### src/rtl/cgt_pkg.sv
// ---------------------------------------------------------------------------
// cgt_pkg
// Shared widths, codes and types of the CSR graph edge table.
// ---------------------------------------------------------------------------
`default_nettype none

package cgt_pkg;

  localparam int VID_W    = 8;
  localparam int KIND_W   = 3;
  localparam int IDX_W    = 11;
  localparam int STATUS_W = 2;
  localparam int RD_W     = 12;
  localparam int VCNT_W   = 9;
  localparam int ECNT_W   = 12;

  localparam int DEF_MAX_VERTICES = 256;
  localparam int DEF_MAX_EDGES    = 2048;

  typedef logic [KIND_W-1:0]   kind_t;
  typedef logic [STATUS_W-1:0] status_t;

  localparam kind_t KIND_ADD_VERTEX = kind_t'(0);
  localparam kind_t KIND_REM_VERTEX = kind_t'(1);
  localparam kind_t KIND_ADD_EDGE   = kind_t'(2);
  localparam kind_t KIND_REM_EDGE   = kind_t'(3);
  localparam kind_t KIND_RD_OFFSET  = kind_t'(4);
  localparam kind_t KIND_RD_TARGET  = kind_t'(5);

  localparam status_t STAT_OK        = status_t'(0);
  localparam status_t STAT_FULL      = status_t'(1);
  localparam status_t STAT_BAD_ID    = status_t'(2);
  localparam status_t STAT_NOT_FOUND = status_t'(3);

  // source in the upper half, so a plain compare orders by source, then target
  typedef struct packed {
    logic [VID_W-1:0] src;
    logic [VID_W-1:0] tgt;
  } entry_t;

  typedef struct packed {
    logic   pop;
    logic   push;
    entry_t data;
  } chain_ctl_t;

  typedef enum logic [1:0] {
    FSM_IDLE,
    FSM_BUSY,
    FSM_FIN
  } state_t;

  typedef enum logic [2:0] {
    OP_NONE,
    OP_ADDV,
    OP_DELV,
    OP_INS,
    OP_DELE,
    OP_RDOFF,
    OP_RDEDGE
  } op_t;

endpackage

`default_nettype wire

### src/rtl/cgt_if.sv
// ---------------------------------------------------------------------------
// cgt_if
// Valid/ready channels for command beats and result beats.
// ---------------------------------------------------------------------------
`default_nettype none

interface cgt_in_if;
  logic                        valid;
  logic                        ready;
  logic [cgt_pkg::KIND_W-1:0]  kind;
  logic [cgt_pkg::VID_W-1:0]   vertex_a;
  logic [cgt_pkg::VID_W-1:0]   vertex_b;
  logic [cgt_pkg::IDX_W-1:0]   index;

  modport source (output valid, kind, vertex_a, vertex_b, index, input ready);
  modport sink   (input valid, kind, vertex_a, vertex_b, index, output ready);
endinterface

interface cgt_out_if;
  logic                          valid;
  logic                          ready;
  logic [cgt_pkg::STATUS_W-1:0]  status;
  logic [cgt_pkg::VID_W-1:0]     new_vertex;
  logic [cgt_pkg::RD_W-1:0]      read_value;
  logic [cgt_pkg::VCNT_W-1:0]    vertex_count;
  logic [cgt_pkg::ECNT_W-1:0]    edge_count;

  modport source (output valid, status, new_vertex, read_value, vertex_count, edge_count,
                  input ready);
  modport sink   (input valid, status, new_vertex, read_value, vertex_count, edge_count,
                  output ready);
endinterface

`default_nettype wire

### src/rtl/cgt_ctrl.sv
// ---------------------------------------------------------------------------
// cgt_ctrl
// Command sequencer: checks a beat, at most one chain pass, forms the result.
// ---------------------------------------------------------------------------
`default_nettype none

module cgt_ctrl #(
  parameter int MAX_VERTICES = cgt_pkg::DEF_MAX_VERTICES,
  parameter int MAX_EDGES    = cgt_pkg::DEF_MAX_EDGES,
  localparam int CNT_W       = $clog2(MAX_EDGES + 1)
) (
  input  wire logic            clk,
  input  wire logic            rst_n,
  cgt_in_if.sink               in_if,
  cgt_out_if.source            out_if,
  output cgt_pkg::chain_ctl_t  ctl,
  input  wire cgt_pkg::entry_t head,
  input  wire logic [CNT_W-1:0] fill
);

  localparam int VID_W = cgt_pkg::VID_W;
  localparam int IDX_W = cgt_pkg::IDX_W;
  localparam int VT_W  = $clog2(MAX_VERTICES + 1);
  localparam int VC_W  = ((VT_W > VID_W) ? VT_W : VID_W) + 1;
  localparam int M1_W  = (CNT_W > IDX_W) ? CNT_W : IDX_W;
  localparam int IC_W  = ((M1_W > VT_W) ? M1_W : VT_W) + 1;

  cgt_pkg::state_t  state_r, state_nxt;
  cgt_pkg::op_t     op_r, op_nxt;
  logic [VID_W-1:0] a_r, a_nxt, b_r, b_nxt;
  logic [IDX_W-1:0] idx_r, idx_nxt;
  logic [CNT_W-1:0] left_r, left_nxt, cnt_r, cnt_nxt, acc_r, acc_nxt;
  logic [VID_W-1:0] tgt_r, tgt_nxt;
  cgt_pkg::status_t status_r, status_nxt;
  logic [VID_W-1:0] newv_r, newv_nxt;
  logic             pend1_r, pend1_nxt, pend2_r, pend2_nxt;
  cgt_pkg::entry_t  k1_r, k1_nxt, k2_r, k2_nxt;
  logic             drop_ab_r, drop_ab_nxt, drop_ba_r, drop_ba_nxt;
  logic [VT_W-1:0]  vtot_r, vtot_nxt;

  logic                         out_valid_r, out_valid_nxt;
  cgt_pkg::status_t             out_status_r, out_status_nxt;
  logic [VID_W-1:0]             out_newv_r, out_newv_nxt;
  logic [cgt_pkg::RD_W-1:0]     out_rd_r, out_rd_nxt;
  logic [cgt_pkg::VCNT_W-1:0]   out_vcnt_r, out_vcnt_nxt;
  logic [cgt_pkg::ECNT_W-1:0]   out_ecnt_r, out_ecnt_nxt;

  cgt_pkg::entry_t  key_ab, key_ba, front, ren;
  logic             has, pend_any, a_ok, b_ok;
  logic [VT_W-1:0]  vt_new;

  always_comb begin
    key_ab   = '{src: in_if.vertex_a, tgt: in_if.vertex_b};
    key_ba   = '{src: in_if.vertex_b, tgt: in_if.vertex_a};
    a_ok     = VC_W'(in_if.vertex_a) < VC_W'(vtot_r);
    b_ok     = VC_W'(in_if.vertex_b) < VC_W'(vtot_r);
    has      = (left_r != '0);
    pend_any = pend1_r || pend2_r;
    front    = pend1_r ? k1_r : k2_r;
    ren      = head;
    if (head.src > a_r) ren.src = head.src - VID_W'(1);
    if (head.tgt > a_r) ren.tgt = head.tgt - VID_W'(1);
    unique case (op_r)
      cgt_pkg::OP_ADDV: vt_new = vtot_r + VT_W'(1);
      cgt_pkg::OP_DELV: vt_new = vtot_r - VT_W'(1);
      default:          vt_new = vtot_r;
    endcase
  end

  always_comb begin
    state_nxt   = state_r;
    op_nxt      = op_r;
    a_nxt       = a_r;
    b_nxt       = b_r;
    idx_nxt     = idx_r;
    left_nxt    = left_r;
    cnt_nxt     = cnt_r;
    acc_nxt     = acc_r;
    tgt_nxt     = tgt_r;
    status_nxt  = status_r;
    newv_nxt    = newv_r;
    pend1_nxt   = pend1_r;
    pend2_nxt   = pend2_r;
    k1_nxt      = k1_r;
    k2_nxt      = k2_r;
    drop_ab_nxt = drop_ab_r;
    drop_ba_nxt = drop_ba_r;
    vtot_nxt    = vtot_r;

    out_valid_nxt  = out_valid_r && !out_if.ready;
    out_status_nxt = out_status_r;
    out_newv_nxt   = out_newv_r;
    out_rd_nxt     = out_rd_r;
    out_vcnt_nxt   = out_vcnt_r;
    out_ecnt_nxt   = out_ecnt_r;

    ctl      = '0;
    ctl.data = head;

    unique case (state_r)
      cgt_pkg::FSM_IDLE: begin
        if (in_if.valid) begin
          a_nxt       = in_if.vertex_a;
          b_nxt       = in_if.vertex_b;
          idx_nxt     = in_if.index;
          left_nxt    = '0;
          cnt_nxt     = '0;
          acc_nxt     = '0;
          tgt_nxt     = '0;
          status_nxt  = cgt_pkg::STAT_OK;
          newv_nxt    = '0;
          pend1_nxt   = 1'b0;
          pend2_nxt   = 1'b0;
          drop_ab_nxt = 1'b1;
          drop_ba_nxt = 1'b1;
          k1_nxt      = (key_ab <= key_ba) ? key_ab : key_ba;
          k2_nxt      = (key_ab <= key_ba) ? key_ba : key_ab;
          op_nxt      = cgt_pkg::OP_NONE;
          state_nxt   = cgt_pkg::FSM_BUSY;
          unique case (in_if.kind)
            cgt_pkg::KIND_ADD_VERTEX: begin
              if (VC_W'(vtot_r) >= VC_W'(MAX_VERTICES)) begin
                status_nxt = cgt_pkg::STAT_FULL;
              end else begin
                op_nxt   = cgt_pkg::OP_ADDV;
                newv_nxt = VID_W'(vtot_r);
              end
            end
            cgt_pkg::KIND_REM_VERTEX: begin
              if (!a_ok) begin
                status_nxt = cgt_pkg::STAT_BAD_ID;
              end else begin
                op_nxt   = cgt_pkg::OP_DELV;
                left_nxt = fill;
              end
            end
            cgt_pkg::KIND_ADD_EDGE: begin
              if (!a_ok || !b_ok) begin
                status_nxt = cgt_pkg::STAT_BAD_ID;
              end else if (IC_W'(fill) + IC_W'(2) > IC_W'(MAX_EDGES)) begin
                status_nxt = cgt_pkg::STAT_FULL;
              end else begin
                op_nxt    = cgt_pkg::OP_INS;
                left_nxt  = fill;
                pend1_nxt = 1'b1;
                pend2_nxt = 1'b1;
              end
            end
            cgt_pkg::KIND_REM_EDGE: begin
              if (!a_ok || !b_ok) begin
                status_nxt = cgt_pkg::STAT_BAD_ID;
              end else begin
                op_nxt   = cgt_pkg::OP_DELE;
                left_nxt = fill;
              end
            end
            cgt_pkg::KIND_RD_OFFSET: begin
              if (IC_W'(in_if.index) > IC_W'(vtot_r)) begin
                status_nxt = cgt_pkg::STAT_BAD_ID;
              end else begin
                op_nxt   = cgt_pkg::OP_RDOFF;
                left_nxt = fill;
              end
            end
            cgt_pkg::KIND_RD_TARGET: begin
              if (IC_W'(in_if.index) >= IC_W'(fill)) begin
                status_nxt = cgt_pkg::STAT_BAD_ID;
              end else begin
                op_nxt   = cgt_pkg::OP_RDEDGE;
                left_nxt = fill;
              end
            end
            default: begin
              op_nxt = cgt_pkg::OP_NONE;
            end
          endcase
        end
      end

      cgt_pkg::FSM_BUSY: begin
        unique case (op_r)
          cgt_pkg::OP_INS: begin
            // place a new entry ahead of the first strictly larger one
            if (pend_any && (!has || (head > front))) begin
              ctl.push = 1'b1;
              ctl.data = front;
              if (pend1_r) pend1_nxt = 1'b0;
              else         pend2_nxt = 1'b0;
            end else if (has) begin
              ctl.pop  = 1'b1;
              ctl.push = 1'b1;
              left_nxt = left_r - CNT_W'(1);
            end
          end
          cgt_pkg::OP_DELV: begin
            if (has) begin
              ctl.pop  = 1'b1;
              left_nxt = left_r - CNT_W'(1);
              if ((head.src != a_r) && (head.tgt != a_r)) begin
                ctl.push = 1'b1;
                ctl.data = ren;
              end
            end
          end
          cgt_pkg::OP_DELE: begin
            if (has) begin
              ctl.pop  = 1'b1;
              left_nxt = left_r - CNT_W'(1);
              if (drop_ab_r && (head == cgt_pkg::entry_t'({a_r, b_r}))) begin
                drop_ab_nxt = 1'b0;
              end else if (drop_ba_r && (head == cgt_pkg::entry_t'({b_r, a_r}))) begin
                drop_ba_nxt = 1'b0;
              end else begin
                ctl.push = 1'b1;
              end
            end
          end
          cgt_pkg::OP_RDOFF: begin
            if (has) begin
              ctl.pop  = 1'b1;
              ctl.push = 1'b1;
              left_nxt = left_r - CNT_W'(1);
              if (IC_W'(head.src) < IC_W'(idx_r)) acc_nxt = acc_r + CNT_W'(1);
            end
          end
          cgt_pkg::OP_RDEDGE: begin
            if (has) begin
              ctl.pop  = 1'b1;
              ctl.push = 1'b1;
              left_nxt = left_r - CNT_W'(1);
              cnt_nxt  = cnt_r + CNT_W'(1);
              if (IC_W'(cnt_r) == IC_W'(idx_r)) tgt_nxt = head.tgt;
            end
          end
          default: begin
          end
        endcase
        if (!has && !((op_r == cgt_pkg::OP_INS) && pend_any)) begin
          state_nxt = cgt_pkg::FSM_FIN;
        end
      end

      cgt_pkg::FSM_FIN: begin
        if (!out_valid_r || out_if.ready) begin
          out_valid_nxt  = 1'b1;
          out_status_nxt = status_r;
          if ((op_r == cgt_pkg::OP_DELE) && drop_ab_r && drop_ba_r) begin
            out_status_nxt = cgt_pkg::STAT_NOT_FOUND;
          end
          out_newv_nxt = newv_r;
          unique case (op_r)
            cgt_pkg::OP_RDOFF:  out_rd_nxt = cgt_pkg::RD_W'(acc_r);
            cgt_pkg::OP_RDEDGE: out_rd_nxt = cgt_pkg::RD_W'(tgt_r);
            default:            out_rd_nxt = '0;
          endcase
          out_vcnt_nxt = cgt_pkg::VCNT_W'(vt_new);
          out_ecnt_nxt = cgt_pkg::ECNT_W'(fill);
          vtot_nxt     = vt_new;
          state_nxt    = cgt_pkg::FSM_IDLE;
        end
      end

      default: begin
        state_nxt = cgt_pkg::FSM_IDLE;
      end
    endcase
  end

  always_ff @(posedge clk) begin
    if (!rst_n) begin
      state_r     <= cgt_pkg::FSM_IDLE;
      op_r        <= cgt_pkg::OP_NONE;
      left_r      <= '0;
      pend1_r     <= 1'b0;
      pend2_r     <= 1'b0;
      vtot_r      <= '0;
      out_valid_r <= 1'b0;
    end else begin
      state_r     <= state_nxt;
      op_r        <= op_nxt;
      left_r      <= left_nxt;
      pend1_r     <= pend1_nxt;
      pend2_r     <= pend2_nxt;
      vtot_r      <= vtot_nxt;
      out_valid_r <= out_valid_nxt;
    end
  end

  always_ff @(posedge clk) begin
    a_r          <= a_nxt;
    b_r          <= b_nxt;
    idx_r        <= idx_nxt;
    cnt_r        <= cnt_nxt;
    acc_r        <= acc_nxt;
    tgt_r        <= tgt_nxt;
    status_r     <= status_nxt;
    newv_r       <= newv_nxt;
    k1_r         <= k1_nxt;
    k2_r         <= k2_nxt;
    drop_ab_r    <= drop_ab_nxt;
    drop_ba_r    <= drop_ba_nxt;
    out_status_r <= out_status_nxt;
    out_newv_r   <= out_newv_nxt;
    out_rd_r     <= out_rd_nxt;
    out_vcnt_r   <= out_vcnt_nxt;
    out_ecnt_r   <= out_ecnt_nxt;
  end

  assign in_if.ready         = (state_r == cgt_pkg::FSM_IDLE);
  assign out_if.valid        = out_valid_r;
  assign out_if.status       = out_status_r;
  assign out_if.new_vertex   = out_newv_r;
  assign out_if.read_value   = out_rd_r;
  assign out_if.vertex_count = out_vcnt_r;
  assign out_if.edge_count   = out_ecnt_r;

  a_chain_quiet: assert property (@(posedge clk) disable iff (!rst_n)
    (state_r != cgt_pkg::FSM_BUSY) |-> (!ctl.pop && !ctl.push))
    else $error("chain moved outside a pass");

  a_accept_starts: assert property (@(posedge clk) disable iff (!rst_n)
    (in_if.valid && in_if.ready) |=> (state_r == cgt_pkg::FSM_BUSY))
    else $error("accepted beat did not start a pass");

  a_fin_posts: assert property (@(posedge clk) disable iff (!rst_n)
    ((state_r == cgt_pkg::FSM_FIN) && (!out_valid_r || out_if.ready))
      |=> (out_valid_r && (state_r == cgt_pkg::FSM_IDLE)))
    else $error("finished item did not post a result");

endmodule

`default_nettype wire

### src/flat_wrapper.sv
// flat-port wrapper written by rule: the top's interface ports become plain ports
module cgt_ctrl_flat 
#(
  parameter int MAX_VERTICES = cgt_pkg::DEF_MAX_VERTICES,
  parameter int MAX_EDGES    = cgt_pkg::DEF_MAX_EDGES,
  localparam int CNT_W       = $clog2(MAX_EDGES + 1)
)
  (clk, rst_n, ctl, head, fill, in_if_valid, in_if_kind, in_if_vertex_a, in_if_vertex_b, in_if_index, in_if_ready, out_if_valid, out_if_status, out_if_new_vertex, out_if_read_value, out_if_vertex_count, out_if_edge_count, out_if_ready);
  cgt_in_if in_if_i ();
  cgt_out_if out_if_i ();
  input  wire logic clk;
  input  wire logic rst_n;
  output cgt_pkg::chain_ctl_t ctl;
  input  wire cgt_pkg::entry_t head;
  input  wire logic [CNT_W-1:0] fill;
  input wire logic [$bits(in_if_i.valid)-1:0] in_if_valid;
  input wire logic [$bits(in_if_i.kind)-1:0] in_if_kind;
  input wire logic [$bits(in_if_i.vertex_a)-1:0] in_if_vertex_a;
  input wire logic [$bits(in_if_i.vertex_b)-1:0] in_if_vertex_b;
  input wire logic [$bits(in_if_i.index)-1:0] in_if_index;
  output wire logic [$bits(in_if_i.ready)-1:0] in_if_ready;
  output wire logic [$bits(out_if_i.valid)-1:0] out_if_valid;
  output wire logic [$bits(out_if_i.status)-1:0] out_if_status;
  output wire logic [$bits(out_if_i.new_vertex)-1:0] out_if_new_vertex;
  output wire logic [$bits(out_if_i.read_value)-1:0] out_if_read_value;
  output wire logic [$bits(out_if_i.vertex_count)-1:0] out_if_vertex_count;
  output wire logic [$bits(out_if_i.edge_count)-1:0] out_if_edge_count;
  input wire logic [$bits(out_if_i.ready)-1:0] out_if_ready;
  assign in_if_i.valid = in_if_valid;
  assign in_if_i.kind = in_if_kind;
  assign in_if_i.vertex_a = in_if_vertex_a;
  assign in_if_i.vertex_b = in_if_vertex_b;
  assign in_if_i.index = in_if_index;
  assign in_if_ready = in_if_i.ready;
  assign out_if_valid = out_if_i.valid;
  assign out_if_status = out_if_i.status;
  assign out_if_new_vertex = out_if_i.new_vertex;
  assign out_if_read_value = out_if_i.read_value;
  assign out_if_vertex_count = out_if_i.vertex_count;
  assign out_if_edge_count = out_if_i.edge_count;
  assign out_if_i.ready = out_if_ready;
  cgt_ctrl #(.MAX_VERTICES(MAX_VERTICES), .MAX_EDGES(MAX_EDGES)) u_core (.clk(clk), .rst_n(rst_n), .in_if(in_if_i), .out_if(out_if_i), .ctl(ctl), .head(head), .fill(fill));
endmodule
### config.mk
export PLATFORM = sky130hd
export DESIGN_NAME = cgt_ctrl_flat
export DESIGN_NICKNAME = d
export VERILOG_FILES = /design/src/rtl/cgt_pkg.sv /design/src/rtl/cgt_if.sv /design/src/rtl/cgt_ctrl.sv /design/src/flat_wrapper.sv
export SDC_FILE = /design/constraint.sdc
export NUM_CORES = 1
export LEC_CHECK = 0
export ABC_AREA = 1
export BUFFER_PORTS_ARGS = -buffer_cell sky130_fd_sc_hd__clkbuf_2
export CAP_MARGIN = 40
export CELL_PAD_IN_SITES_DETAIL_PLACEMENT = 0
export CELL_PAD_IN_SITES_GLOBAL_PLACEMENT = 1
export CORE_ASPECT_RATIO = 1.5
export CORE_MARGIN = 2
export CORE_UTILIZATION = 48
export DETAILED_ROUTE_END_ITERATION = 16
export GPL_TIMING_DRIVEN = 1
export PLACE_DENSITY = 0.91
export SYNTH_ARGS = -nofsm -noshare
export SYNTH_HDL_FRONTEND = slang
export SYNTH_SLANG_ARGS = --single-unit
### constraint.sdc
create_clock -name clk -period 7.27 [get_ports clk]
set_input_delay 0.727 -clock clk [delete_from_list [all_inputs] [get_ports clk]]
set_output_delay 0.727 -clock clk [all_outputs]
set_load 0.01 [all_outputs]
==> flow_summary.rst, run 1 <==
.. list-table::
   :header-rows: 1

   * - Metric
     - Value
   * - Count of final hold-check violations
     - 0
   * - Data required, critical path
     - 6.54 ns
   * - Worst clock skew
     - 0.01092 ns
   * - Arrival time of the worst setup path
     - 3.60 ns
   * - Core box area
     - 22220 um^2
   * - Clk Tree Root Cell
     - sky130_fd_sc_hd__clkbuf_16
   * - Placed Area
     - 11700 um^2
   * - Min-Delay Path Depth
     - 0
   * - Maximum number of pins on one net before global-route repair
     - 58
   * - Worst Hold Launch
     - u_core.newv_r[2]
   * - Detailed router's first-iteration violation count
     - 599
   * - Largest stage delay on the critical path
     - 0.67 ns
   * - Main synth FF type
     - sky130_fd_sc_hd__edfxtp_1
   * - Critical register-to-register path endpoint
     - u_core.left_r[1]
   * - Number of enable-type register cells in the synthesized netlist
     - 130
   * - Sinks on the clock net
     - 159
   * - Yosys synthesis warning count
     - 0
   * - Final weighted congestion in routability-driven placement
     - 0.9366
   * - Buffers & Inverters on Critical Path
     - 4
   * - Final Instance Area
     - 12270 um^2
   * - Capture endpoint of the worst hold path
     - u_core.out_if.new_vertex[2]
   * - Number of instances resized during post-cts repair
     - 0
   * - Count of hold buffers inserted by post-cts repair
     - 0
   * - Number of buffers inserted by port buffering
     - 124
   * - Gate count after technology mapping
     - 1358
   * - Total negative slack
     - 0 ns
   * - IO Pins
     - 125
   * - Height of the die
     - 187.7 um
   * - Unique masters post-synth
     - 54
   * - Ratio of cells with drive above 1 in the final layout
     - 14.27%
   * - Number of vias after detailed routing
     - 9638
   * - Cell Chain, Critical Path
     - inv_1, or2_2, o21ai_0, inv_1, ha_1, inv_1, nand2_1, nand2_1, nand2_1, nand2_1, nand2_1, nand2_1, nand2_1, nand2_1, nand2_1, nand2_4, nand2_4, nand2_1, nand3_1, a22oi_1, clkbuf_2
   * - Share of synthesized registers carrying an async set or reset
     - 0%
   * - Lkg Pwr
     - 0.005616 uW
   * - Number of buffers on the longest clock path
     - 2
   * - Total clock buffers created by CTS
     - 17
   * - Synth Net Count
     - 1515
   * - Clock edge transition at the registers on the reported setup and hold paths
     - 0.07 ns
   * - Drt first pass iters
     - 7
   * - Reg2Reg Depth
     - 21
   * - Largest delay share family, worst path
     - simple AND/OR/NAND/NOR gates
   * - Unrepaired setup endpoints after global routing
     - false
   * - Horizontal extent of the die
     - 126.5 um
   * - Achievable frequency
     - 231.3 MHz
   * - Detailed placement HPWL
     - 23050 um
   * - Clock tree from TritonCTS
     - yes
   * - Fill cell total of the finished layout
     - 2076
   * - DRC violation count after routing
     - 0
   * - Remaining max-slew budget at the tightest pin
     - 42.94%
   * - Mean post-synth cell area
     - 7.955 um^2
   * - Most frequent CP cell
     - sky130_fd_sc_hd__nand2_1
   * - Post-CTS setup buffer count
     - 0
   * - Slowest cell on the critical path
     - sky130_fd_sc_hd__dfxtp_1
   * - Cell with the most instances after synthesis
     - sky130_fd_sc_hd__nand2_1
   * - Post-route antenna net violation count
     - 0
   * - Combined area of all synthesized cells
     - 10800 um^2
   * - Cell types with the largest area share after synthesis
     - sky130_fd_sc_hd__edfxtp_1 36%, sky130_fd_sc_hd__ha_1 11%, sky130_fd_sc_hd__nand2_1 9.7%
   * - DR vias/cell
     - 5.448
   * - Global-route wire length before repair
     - 46830 um
   * - Highest net fanout along the worst path
     - 19
   * - Detail-routed net length per standard cell
     - 16.63 um
   * - Category of the worst setup path capture point
     - output port
   * - Tmin final
     - 4.323 ns
   * - Highest ir drop seen on vdd
     - 0.0001295 V
   * - Via count of the first global-routing pass
     - 9154
   * - Global-route congestion overflow total
     - 0
   * - Pin slew with the least headroom to its limit
     - 0.8521 ns
   * - Total die area
     - 23750 um^2
   * - Power after layout
     - 2739 uW
   * - Setup Viol. Count Final
     - 0
   * - Syn-to-layout area delta
     - 13.55%
   * - List of most frequent post-synthesis cells
     - 279 x sky130_fd_sc_hd__nand2_1, 195 x sky130_fd_sc_hd__inv_1, 148 x sky130_fd_sc_hd__nor2_1, 130 x sky130_fd_sc_hd__edfxtp_1, 104 x sky130_fd_sc_hd__a21oi_1
   * - Count of pins over their slew limit
     - 0
   * - Max-capacitance violation count
     - 0
   * - Global routing usage summed across all routing layers
     - 25.23%
   * - Run status
     - finished clean
   * - Initial antenna violation count
     - 0
   * - Post-synthesis sequential element count
     - 159
   * - Post-route fraction of the period consumed by the critical path
     - 59.47%
   * - Final nets
     - 1637
   * - Startpoint type of the worst setup path
     - flop
   * - Total wire length after detailed routing
     - 29420 um
   * - Clock H-tree levels
     - 4
   * - Register area share after synthesis
     - 41.51%
   * - Cell row count
     - 67
   * - Origin of the critical flop-to-flop path
     - u_core.pend1_r
   * - Worst skew pair latency
     - 0.44 ns
   * - Most area-hungry cell type in the Yosys netlist
     - sky130_fd_sc_hd__edfxtp_1
   * - Diodes inserted
     - 0
   * - Min-delay worst type
     - flop to flop
   * - Starting utilization of the core area
     - 48.63%
   * - FF-to-FF setup slack
     - 3.86 ns
   * - Cell area power density
     - 223.3 nW/um^2
   * - Crit Path Class
     - flop to output port
   * - Top cell type's share of synthesized area
     - 36.14%
logic make-up after synthesis:
kind of cell	synth area share, %
simple gates	25.19
buf+inv	8.420
compound gates	11.93
flops	41.51
fa+ha+maj	11.07
xor+xnor	1.784
mux	0.09266
cells in the final DEF, fill, tap and decap left out, drive strengths merged, types with 3 or more instances in the layout:
cell type,netlist,routed
or2,6,6
nor2,158,158
dfxtp,29,29
o21a,5,5
a21o,4,4
clkbuf,14,141
a22oi,6,6
inv,203,212
ha,94,94
o211ai,6,6
xnor2,10,10
buf,15,8
nand4,21,21
a21oi,106,106
o21ai,74,74
clkinv,2,8
nand3,105,105
nor3,31,31
edfxtp,130,130
o22ai,14,14
o31ai,3,3
nor4,4,4
nand2,287,287
xor2,12,12
layer usage:
layer,routed length (um),up-vias,GRT usage (%)
li1,-,4821,-
met1,11680,4399,30.04
met2,14730,347,43.38
met3,1563,71,3.623
met4,1439,0,13.99
met5,0,-,0
state kept, by name, indices dropped and copies added, names as in the netlist, 9 cells and up:
name	count
u_core.out_if.read_value	12
u_core.vtot_r	9
u_core.out_if.vertex_count	9
u_core.k2_r	16
u_core.out_if.edge_count	12
u_core.idx_r	11
u_core.left_r	12
u_core.acc_r	12
u_core.cnt_r	12
report_power, final:
group	switching (uW)	internal, uW	total [uW]
registers	62.8	1110	1170
clock network	419	455	874
logic	470	221	691
total	951	1790	2740
how the worst max path moves through the flow:
stage / startpoint / to / depth (start not counted) / slack [ns]
finish: u_core.pend1_r / ctl[0] / 21 / 2.95
global route: u_core.pend1_r / ctl[7] / 23 / 2.47
CTS: u_core.pend1_r / ctl[0] / 21 / 2.98
detailed placement: u_core.pend1_r / ctl[0] / 21 / 3.45
global placement: u_core.pend1_r / ctl[8] / 21 / 3.53
floorplan: out_if_ready / u_core.vtot_r[1] / 6 / 3.55
per-stage QoR:
stage / utilization [%] / setup WS [ns] / hold WS, ns / std cells
final: 55.22 / 2.947 / 0.4220 / 1769
after global routing: 55.22 / 2.472 / 0.4377 / 1769
after CTS: 55.22 / 2.979 / 0.4262 / 1769
after detailed placement: 52.65 / 3.448 / 0.4068 / 1737
after global placement: 52.58 / 3.532 / 0.4019 / 1735
after floorplan: - / 3.553 / 0.4003 / 1358
layout make-up:
cell class	count	area, um^2	share of cell area (%)
tap	276	345.3	2.815
timing repair buffer	132	680.7	5.549
clock inverter	15	145.1	1.183
inverter	205	769.5	6.273
clock buffer	17	425.4	3.468
multi-input combinational	965	5416	44.16
sequential	159	4484	36.56
Note: power is estimated with default switching activity, not from simulation.
==> inputs of run 2 (changes only) <==
--- a/config.mk
+++ b/config.mk
@@ -5,17 +5,17 @@
 export SDC_FILE = /design/constraint.sdc
 export NUM_CORES = 1
 export LEC_CHECK = 0
-export ABC_AREA = 1
+export ABC_AREA = 0
 export BUFFER_PORTS_ARGS = -buffer_cell sky130_fd_sc_hd__clkbuf_2
 export CAP_MARGIN = 40
 export CELL_PAD_IN_SITES_DETAIL_PLACEMENT = 0
 export CELL_PAD_IN_SITES_GLOBAL_PLACEMENT = 1
 export CORE_ASPECT_RATIO = 1.5
 export CORE_MARGIN = 2
-export CORE_UTILIZATION = 48
+export CORE_UTILIZATION = 42
 export DETAILED_ROUTE_END_ITERATION = 16
 export GPL_TIMING_DRIVEN = 1
-export PLACE_DENSITY = 0.91
+export PLACE_DENSITY = 0.81
 export SYNTH_ARGS = -nofsm -noshare
 export SYNTH_HDL_FRONTEND = slang
 export SYNTH_SLANG_ARGS = --single-unit
==> constraint.sdc (replaced) <==
create_clock -name clk -period 3.9 [get_ports clk]
set_input_delay 0.39 -clock clk [delete_from_list [all_inputs] [get_ports clk]]
set_output_delay 0.39 -clock clk [all_outputs]
set_load 0.01 [all_outputs]
==> run 2 against run 1 <==
The run now ends with setup timing left. Final area is 1.0% lower. Total power grew 130%. Worst hold slack worse by 0.26 ns. Cell count fell by 16%. Clock skew up 0.0072 ns. Utilization is 4.1 points lower. Critical path depth down 8. Sequential cell count stayed put. Sequential power increased by 120%. First-iteration DRC count fell by 20%. Critical path type unchanged.
==> flow_summary.rst, run 2 <==
.. list-table::
   :header-rows: 1

   * - Metric
     - Value
   * - Height of the die
     - 194.9 um
   * - Detail-routed net length per standard cell
     - 19.56 um
   * - Pin slew with the least headroom to its limit
     - 0.7329 ns
   * - Arrival time of the worst setup path
     - 3.52 ns
   * - Total clock buffers created by CTS
     - 17
   * - Unique masters post-synth
     - 78
   * - Number of buffers on the longest clock path
     - 2
   * - Main synth FF type
     - sky130_fd_sc_hd__edfxtp_1
   * - Worst skew pair latency
     - 0.44 ns
   * - IO Pins
     - 125
   * - Diodes inserted
     - 0
   * - Sinks on the clock net
     - 159
   * - Leading cell types in the layout, fill and taps excluded
     - 130 x sky130_fd_sc_hd__edfxtp_1, 113 x sky130_fd_sc_hd__clkbuf_2, 93 x sky130_fd_sc_hd__ha_1, 73 x sky130_fd_sc_hd__nor2_1, 56 x sky130_fd_sc_hd__nand2_1
   * - DR vias/cell
     - 5.676
   * - Register area share after synthesis
     - 43.95%
   * - Post-synthesis sequential element count
     - 159
   * - Number of vias after detailed routing
     - 8451
   * - Final instance count without filler cells
     - 1489
   * - Lkg Pwr
     - 0.004980 uW
   * - Mean post-synth cell area
     - 10.16 um^2
   * - Achievable frequency
     - 255.9 MHz
   * - Run status
     - finished, violations left
   * - Highest net fanout along the worst path
     - 14
   * - Number of buffers inserted by port buffering
     - 124
   * - Total negative slack
     - -0.008304 ns
   * - Count of pins over their slew limit
     - 0
   * - Worst hold margin
     - 0.1593 ns
   * - Max-capacitance violation count
     - 0
   * - Clock edge transition at the registers on the reported setup and hold paths
     - 0.07 ns
   * - Gate count after technology mapping
     - 1004
   * - Synth Net Count
     - 1161
   * - Cell area power density
     - 523.5 nW/um^2
   * - Remaining max-slew budget at the tightest pin
     - 49.88%
   * - Via count of the first global-routing pass
     - 8275
   * - Category of the worst setup path capture point
     - output port
   * - Top cell type's share of synthesized area
     - 38.26%
   * - Combined area of all synthesized cells
     - 10200 um^2
   * - Min-Delay Path Depth
     - 1
   * - Critical register-to-register path endpoint
     - u_core.left_r[5]
   * - Global routing usage summed across all routing layers
     - 22.59%
   * - Starting utilization of the core area
     - 42.97%
   * - Detailed router's first-iteration violation count
     - 480
   * - Total die area
     - 25580 um^2
   * - Count of hold buffers inserted by post-cts repair
     - 0
   * - Post-route antenna net violation count
     - 0
   * - Setup Viol. Count Final
     - 1
   * - Cell with the most instances after synthesis
     - sky130_fd_sc_hd__edfxtp_1
   * - Cell types with the largest area share after synthesis
     - sky130_fd_sc_hd__edfxtp_1 38%, sky130_fd_sc_hd__ha_1 12%, sky130_fd_sc_hd__dfxtp_1 5.7%
   * - Cell row count
     - 69
   * - Syn-to-layout area delta
     - 19.03%
   * - Largest stage delay on the critical path
     - 0.47 ns
   * - Violated checks
     - setup timing
   * - Origin of the critical flop-to-flop path
     - u_core.vtot_r[3]
   * - Worst Hold Launch
     - in_if_index[0]
   * - Maximum number of pins on one net before global-route repair
     - 52
   * - Share of synthesized registers carrying an async set or reset
     - 0%
   * - Tmin final
     - 3.908 ns
   * - Crit path setup slack, layout
     - -0.008304 ns
   * - Highest ir drop seen on vdd
     - 0.0003342 V
   * - Min-delay worst type
     - primary input to flop
   * - DRC violation count after routing
     - 0
   * - FF-to-FF setup slack
     - 0.52 ns
   * - Detailed placement HPWL
     - 22040 um
   * - Global-route congestion overflow total
     - 0
   * - Count of final hold-check violations
     - 0
   * - List of most frequent post-synthesis cells
     - 130 x sky130_fd_sc_hd__edfxtp_1, 94 x sky130_fd_sc_hd__ha_1, 73 x sky130_fd_sc_hd__nor2_1, 58 x sky130_fd_sc_hd__a21oi_1
   * - Clock tree from TritonCTS
     - yes
   * - Drt first pass iters
     - 5
   * - Global-route wire length before repair
     - 44840 um
   * - Crit Path Class
     - flop to output port
   * - Register with the most flip-flops
     - u_core.k2_r
   * - Clock H-tree levels
     - 4
   * - Capture endpoint of the worst hold path
     - u_core.idx_r[0]
   * - Total wire length after detailed routing
     - 29130 um
   * - Post-route fraction of the period consumed by the critical path
     - 100.2%
   * - Most area-hungry cell type in the Yosys netlist
     - sky130_fd_sc_hd__edfxtp_1
   * - Cells after DPL
     - 1437
   * - Worst clock skew
     - 0.01812 ns
   * - Placed Area
     - 11300 um^2
   * - Startpoint type of the worst setup path
     - flop
   * - Cell Chain, Critical Path
     - buf_12, buf_4, mux2i_1, ha_1, nand4_1, a2111o_1, a31oi_4, o22ai_2, buf_6, nor2_1, a21oi_1, o211ai_1, buf_2
   * - Ratio of cells with drive above 1 in the final layout
     - 21.28%
   * - Slowest cell on the critical path
     - sky130_fd_sc_hd__a2111o_1
   * - Final Instance Area
     - 12140 um^2
   * - Clk Tree Root Cell
     - sky130_fd_sc_hd__clkbuf_16
   * - Yosys synthesis warning count
     - 0
   * - Horizontal extent of the die
     - 131.3 um
   * - Number of enable-type register cells in the synthesized netlist
     - 130
   * - Leading cell type in the layout, fill and taps excluded
     - sky130_fd_sc_hd__edfxtp_1
   * - Initial antenna violation count
     - 0
   * - Largest register FFs
     - 16
   * - Unrepaired setup endpoints after global routing
     - true
   * - Final weighted congestion in routability-driven placement
     - 0.9350
   * - Core box area
     - 23740 um^2
   * - Final nets
     - 1314
   * - Reg2Reg Depth
     - 10
   * - Data required, critical path
     - 3.51 ns
[run 2: final cells by class]
class                   instances  area, um^2
multi-input cells             750        5493
repair buffers                170       993.5
inverters                      59       221.5
clock inverters                 8       55.05
fillers                      2173       11600
well taps                     319       399.1
clock buffers                  24       494.2
flip-flops and latches        159        4488
[run 2: worst max-delay path by stage]
stage	start	to	slack (ns)	depth (start not counted)
after detailed placement	u_core.pend1_r	ctl[12]	0.32	13
after global routing	u_core.pend1_r	ctl[12]	-0.1	13
final	u_core.pend1_r	ctl[15]	-0.008	13
after floorplan	u_core.state_r[1]	u_core.left_r[5]	0.08	10
after CTS	u_core.left_r[0]	ctl[12]	0.007	11
after global placement	u_core.pend1_r	ctl[12]	0.36	13
[run 2: kinds of logic after synthesis]
| family | after synthesis | share of synthesized area (%) |
|---|---|---|
| adder cells (fa/ha/maj) | 95 | 11.72 |
| buffers and inverters | 95 | 3.618 |
| flip-flops | 159 | 43.95 |
| multiplexers | 35 | 3.544 |
| AND/OR/NAND/NOR | 325 | 16.76 |
| XOR/XNOR | 55 | 4.722 |
| AO/OA/AOI/OAI | 240 | 15.67 |
[run 2: timing repair]
| item | in CTS | in global routing |
|---|---|---|
| pin swaps | 0 | 23 |
| buffers inserted | 0 | 21 |
| gates resized for setup | 7 | 50 |
| endpoints found under the setup margin | 13 | 17 |
[run 2: critical path, delay by kind of cell (launching register included)]
| kind | cells | cell delay, ns |
|---|---|---|
| AO/OA/AOI/OAI | 5 | 1.26 |
| flip-flops | 1 | 0.34 |
| buffers and inverters | 4 | 0.69 |
| multiplexers | 1 | 0.14 |
| adder cells (fa/ha/maj) | 1 | 0.32 |
| AND/OR/NAND/NOR | 2 | 0.32 |
[run 2: per-layer routing]
layer  GRT usage [%]  wire, um
met5               0         0
met4           10.87      1220
met3           3.834      1410
met2           40.58     14910
met1           26.02     11590
[run 2: where the power goes]
| group | leakage, uW | internal (uW) | switching, uW |
|---|---|---|---|
| registers | 0.00148 | 2290 | 269 |
| logic | 0.00323 | 899 | 1330 |
| clock network | 0.000269 | 891 | 678 |
| total | 0.00498 | 4080 | 2280 |
[run 2: per-stage QoR]
| step | util, % | setup slack [ns] | power (uW) |
|---|---|---|---|
| after floorplan | - | 0.08295 | 3895 |
| after global placement | 47.52 | 0.3551 | 4575 |
| after detailed placement | 47.58 | 0.3172 | 4608 |
| after CTS | 50.04 | 0.006956 | 6197 |
| after global routing | 51.15 | -0.09528 | 6719 |
| final | 51.15 | -0.008304 | 6358 |
==> inputs of run 3 (changes only) <==
--- a/config.mk
+++ b/config.mk
@@ -7,7 +7,7 @@
 export LEC_CHECK = 0
 export ABC_AREA = 0
 export BUFFER_PORTS_ARGS = -buffer_cell sky130_fd_sc_hd__clkbuf_2
-export CAP_MARGIN = 40
+export CAP_MARGIN = 20
 export CELL_PAD_IN_SITES_DETAIL_PLACEMENT = 0
 export CELL_PAD_IN_SITES_GLOBAL_PLACEMENT = 1
 export CORE_ASPECT_RATIO = 1.5
@@ -16,6 +16,7 @@
 export DETAILED_ROUTE_END_ITERATION = 16
 export GPL_TIMING_DRIVEN = 1
 export PLACE_DENSITY = 0.81
+export SETUP_SLACK_MARGIN = 0.4
 export SYNTH_ARGS = -nofsm -noshare
 export SYNTH_HDL_FRONTEND = slang
 export SYNTH_SLANG_ARGS = --single-unit
==> run 3 against run 2 <==
The flow now finishes without violations. Clock skew shrank 0.0077 ns. Register-to-register slack improved by 0.05 ns. Combinational power increased by 7%. Non-clock buffer count is 2 higher.
==> flow_summary.rst, run 3 (synthesis gave the netlist of run 2 again) <==
.. list-table::
   :header-rows: 1

   * - Metric
     - Value
   * - Run status
     - finished clean
   * - Clock tree from TritonCTS
     - yes
   * - Achievable frequency
     - 262.7 MHz
   * - Final weighted congestion in routability-driven placement
     - 0.9353
   * - Total clock buffers created by CTS
     - 17
   * - Global-route wire length before repair
     - 46750 um
   * - Horizontal extent of the die
     - 131.3 um
   * - Number of buffers on the longest clock path
     - 2
   * - Unrepaired setup endpoints after global routing
     - true
   * - Worst skew pair latency
     - 0.44 ns
   * - Worst hold margin
     - 0.2016 ns
   * - Pin slew with the least headroom to its limit
     - 1.008 ns
   * - Register with the most flip-flops
     - u_core.k2_r
   * - Sinks on the clock net
     - 159
   * - Arrival time of the worst setup path
     - 3.42 ns
   * - Cell area power density
     - 531.2 nW/um^2
   * - Cell row count
     - 69
   * - Maximum number of pins on one net before global-route repair
     - 60
   * - Lkg Pwr
     - 0.005031 uW
   * - DR vias/cell
     - 5.812
   * - Global routing usage summed across all routing layers
     - 23.66%
   * - Core box area
     - 23740 um^2
   * - Largest delay share family, worst path
     - compound AO/OA/AOI/OAI gates
   * - Ratio of cells with drive above 1 in the final layout
     - 23.38%
   * - Count of hold buffers inserted by post-cts repair
     - 0
   * - Number of buffers inserted by port buffering
     - 124
   * - Fin util
     - 51.95%
   * - Cell Chain, Critical Path
     - buf_8, mux2i_2, ha_1, nand4_1, a2111o_1, a31oi_4, o22ai_2, buf_6, buf_4, a21o_1, a211o_1, clkbuf_2
   * - Global-route congestion overflow total
     - 0
   * - Leading cell types in the layout, fill and taps excluded
     - 130 x sky130_fd_sc_hd__edfxtp_1, 119 x sky130_fd_sc_hd__clkbuf_2, 91 x sky130_fd_sc_hd__ha_1, 70 x sky130_fd_sc_hd__nor2_1, 57 x sky130_fd_sc_hd__nand2_1
   * - Max-capacitance violation count
     - 0
   * - Buffers & Inverters on Critical Path
     - 4
   * - Count of final hold-check violations
     - 0
   * - Data required, critical path
     - 3.51 ns
   * - Largest register FFs
     - 16
   * - Highest ir drop seen on vdd
     - 0.0003629 V
   * - Total wire length after detailed routing
     - 30600 um
   * - Post-route antenna net violation count
     - 0
   * - FF-to-FF setup slack
     - 0.57 ns
   * - Detailed placement HPWL
     - 22690 um
   * - Highest net fanout along the worst path
     - 6
   * - Post-route fraction of the period consumed by the critical path
     - 97.60%
   * - Drt first pass iters
     - 5
   * - Setup Viol. Count Final
     - 0
   * - DRC violation count after routing
     - 0
   * - Detailed router's first-iteration violation count
     - 578
   * - Height of the die
     - 194.9 um
   * - Via count of the first global-routing pass
     - 8631
   * - Startpoint type of the worst setup path
     - flop
   * - Final Instance Area
     - 12330 um^2
   * - Remaining max-slew budget at the tightest pin
     - 32.21%
   * - Clk Tree Root Cell
     - sky130_fd_sc_hd__clkbuf_16
   * - Total die area
     - 25580 um^2
   * - Min-delay worst type
     - primary input to flop
   * - Clock H-tree levels
     - 4
   * - Leading cell type in the layout, fill and taps excluded
     - sky130_fd_sc_hd__edfxtp_1
   * - Starting utilization of the core area
     - 42.97%
   * - Count of pins over their slew limit
     - 0
   * - Slowest cell on the critical path
     - sky130_fd_sc_hd__a2111o_1
   * - Diodes inserted
     - 0
   * - Clock edge transition at the registers on the reported setup and hold paths
     - 0.07 ns
   * - Detail-routed net length per standard cell
     - 20.52 um
   * - Initial antenna violation count
     - 0
   * - Placed Area
     - 11270 um^2
   * - Worst clock skew
     - 0.01042 ns
   * - Power after layout
     - 6551 uW
   * - IO Pins
     - 125
   * - Number of vias after detailed routing
     - 8665
   * - Category of the worst setup path capture point
     - output port
   * - Crit Path Class
     - flop to output port
   * - Syn-to-layout area delta
     - 20.90%
   * - Final nets
     - 1316
   * - Tmin final
     - 3.806 ns
   * - Largest stage delay on the critical path
     - 0.41 ns
run 3: changes by cell type in the layout (fill, tap and decap cells not counted), moves of 3 or more:
cell,delta
sky130_fd_sc_hd__mux2i_1,-8
sky130_fd_sc_hd__buf_2,-6
sky130_fd_sc_hd__clkbuf_2,+6
sky130_fd_sc_hd__mux2i_2,+5
sky130_fd_sc_hd__clkbuf_1,-4
sky130_fd_sc_hd__a21oi_1,-3
sky130_fd_sc_hd__buf_4,-3
sky130_fd_sc_hd__buf_6,+3
sky130_fd_sc_hd__inv_6,+3
sky130_fd_sc_hd__mux2i_4,+3
sky130_fd_sc_hd__nor2_1,-3
sky130_fd_sc_hd__o21ai_1,-3
sky130_fd_sc_hd__o21ai_2,+3
run 3: where the power goes:
| group | leakage, uW | internal [uW] | total [uW] | switching, uW |
|---|---|---|---|---|
| Combinational | 0.00328 | 980 | 2380 | 1400 |
| Sequential | 0.00148 | 2290 | 2570 | 277 |
| Clock | 0.000273 | 887 | 1600 | 714 |
| Total | 0.00503 | 4160 | 6550 | 2390 |
run 3: what timing repair did:
item,4_1_cts,5_1_grt
cloned,1,0
pin swaps,17,21
resized for setup,42,48
endpoints found under the setup margin,17,25
setup buffers,14,9
run 3: area by class of cell:
cell class | instances | area [um^2]
multi-input combinational | 750 | 5639
tap | 319 | 399.1
sequential | 159 | 4491
inverter | 59 | 222.7
clock buffer | 18 | 429.2
clock inverter | 14 | 131.4
fill | 2142 | 11410
timing repair buffer | 172 | 1022
run 3: stage by stage:
| stage | setup TNS [ns] | worst slack [ns] | std cells |
|---|---|---|---|
| 5_1_grt | -0.007410 | -0.007410 | 1491 |
| 6_report | 0 | 0.09371 | 1491 |
| 2_1_floorplan | 0 | 0.5371 | 1004 |
| 3_3_place_gp | 0 | 0.3907 | 1435 |
| 3_5_place_dp | 0 | 0.4238 | 1435 |
| 4_1_cts | 0 | 0.1649 | 1482 |
run 3: worst register-to-register path: cells and delay by family, from the launching register on:
kind                     cells  cell delay [ns]
AO/OA/AOI/OAI                6             1.76
adder cells (fa/ha/maj)      1             0.32
buffers and inverters        1             0.13
AND/OR/NAND/NOR              2             0.66
flip-flops                   1             0.38
run 3: per-layer routing:
layer | share of wire, % | vias to the layer above | wire length (um) | global-route usage (%)
met4 | 4.3 | 0 | 1309 | 11.51
li1 | - | 4063 | - | -
met1 | 39 | 4135 | 11960 | 27.46
met3 | 5.8 | 107 | 1766 | 3.495
met2 | 51 | 360 | 15560 | 42.57
met5 | 0 | - | 0 | 0
run 3: path summary, 6_finish.rpt:
kind | from | end | depth (start not counted)
setup / recovery | u_core.pend1_r | ctl[14] | 12
hold / removal | in_if_index[0] | u_core.idx_r[0] | 1
setup reg to reg | u_core.vtot_r[3] | u_core.left_r[5] | 10
hold reg to reg | u_core.newv_r[0] | u_core.out_if.new_vertex[0] | 0
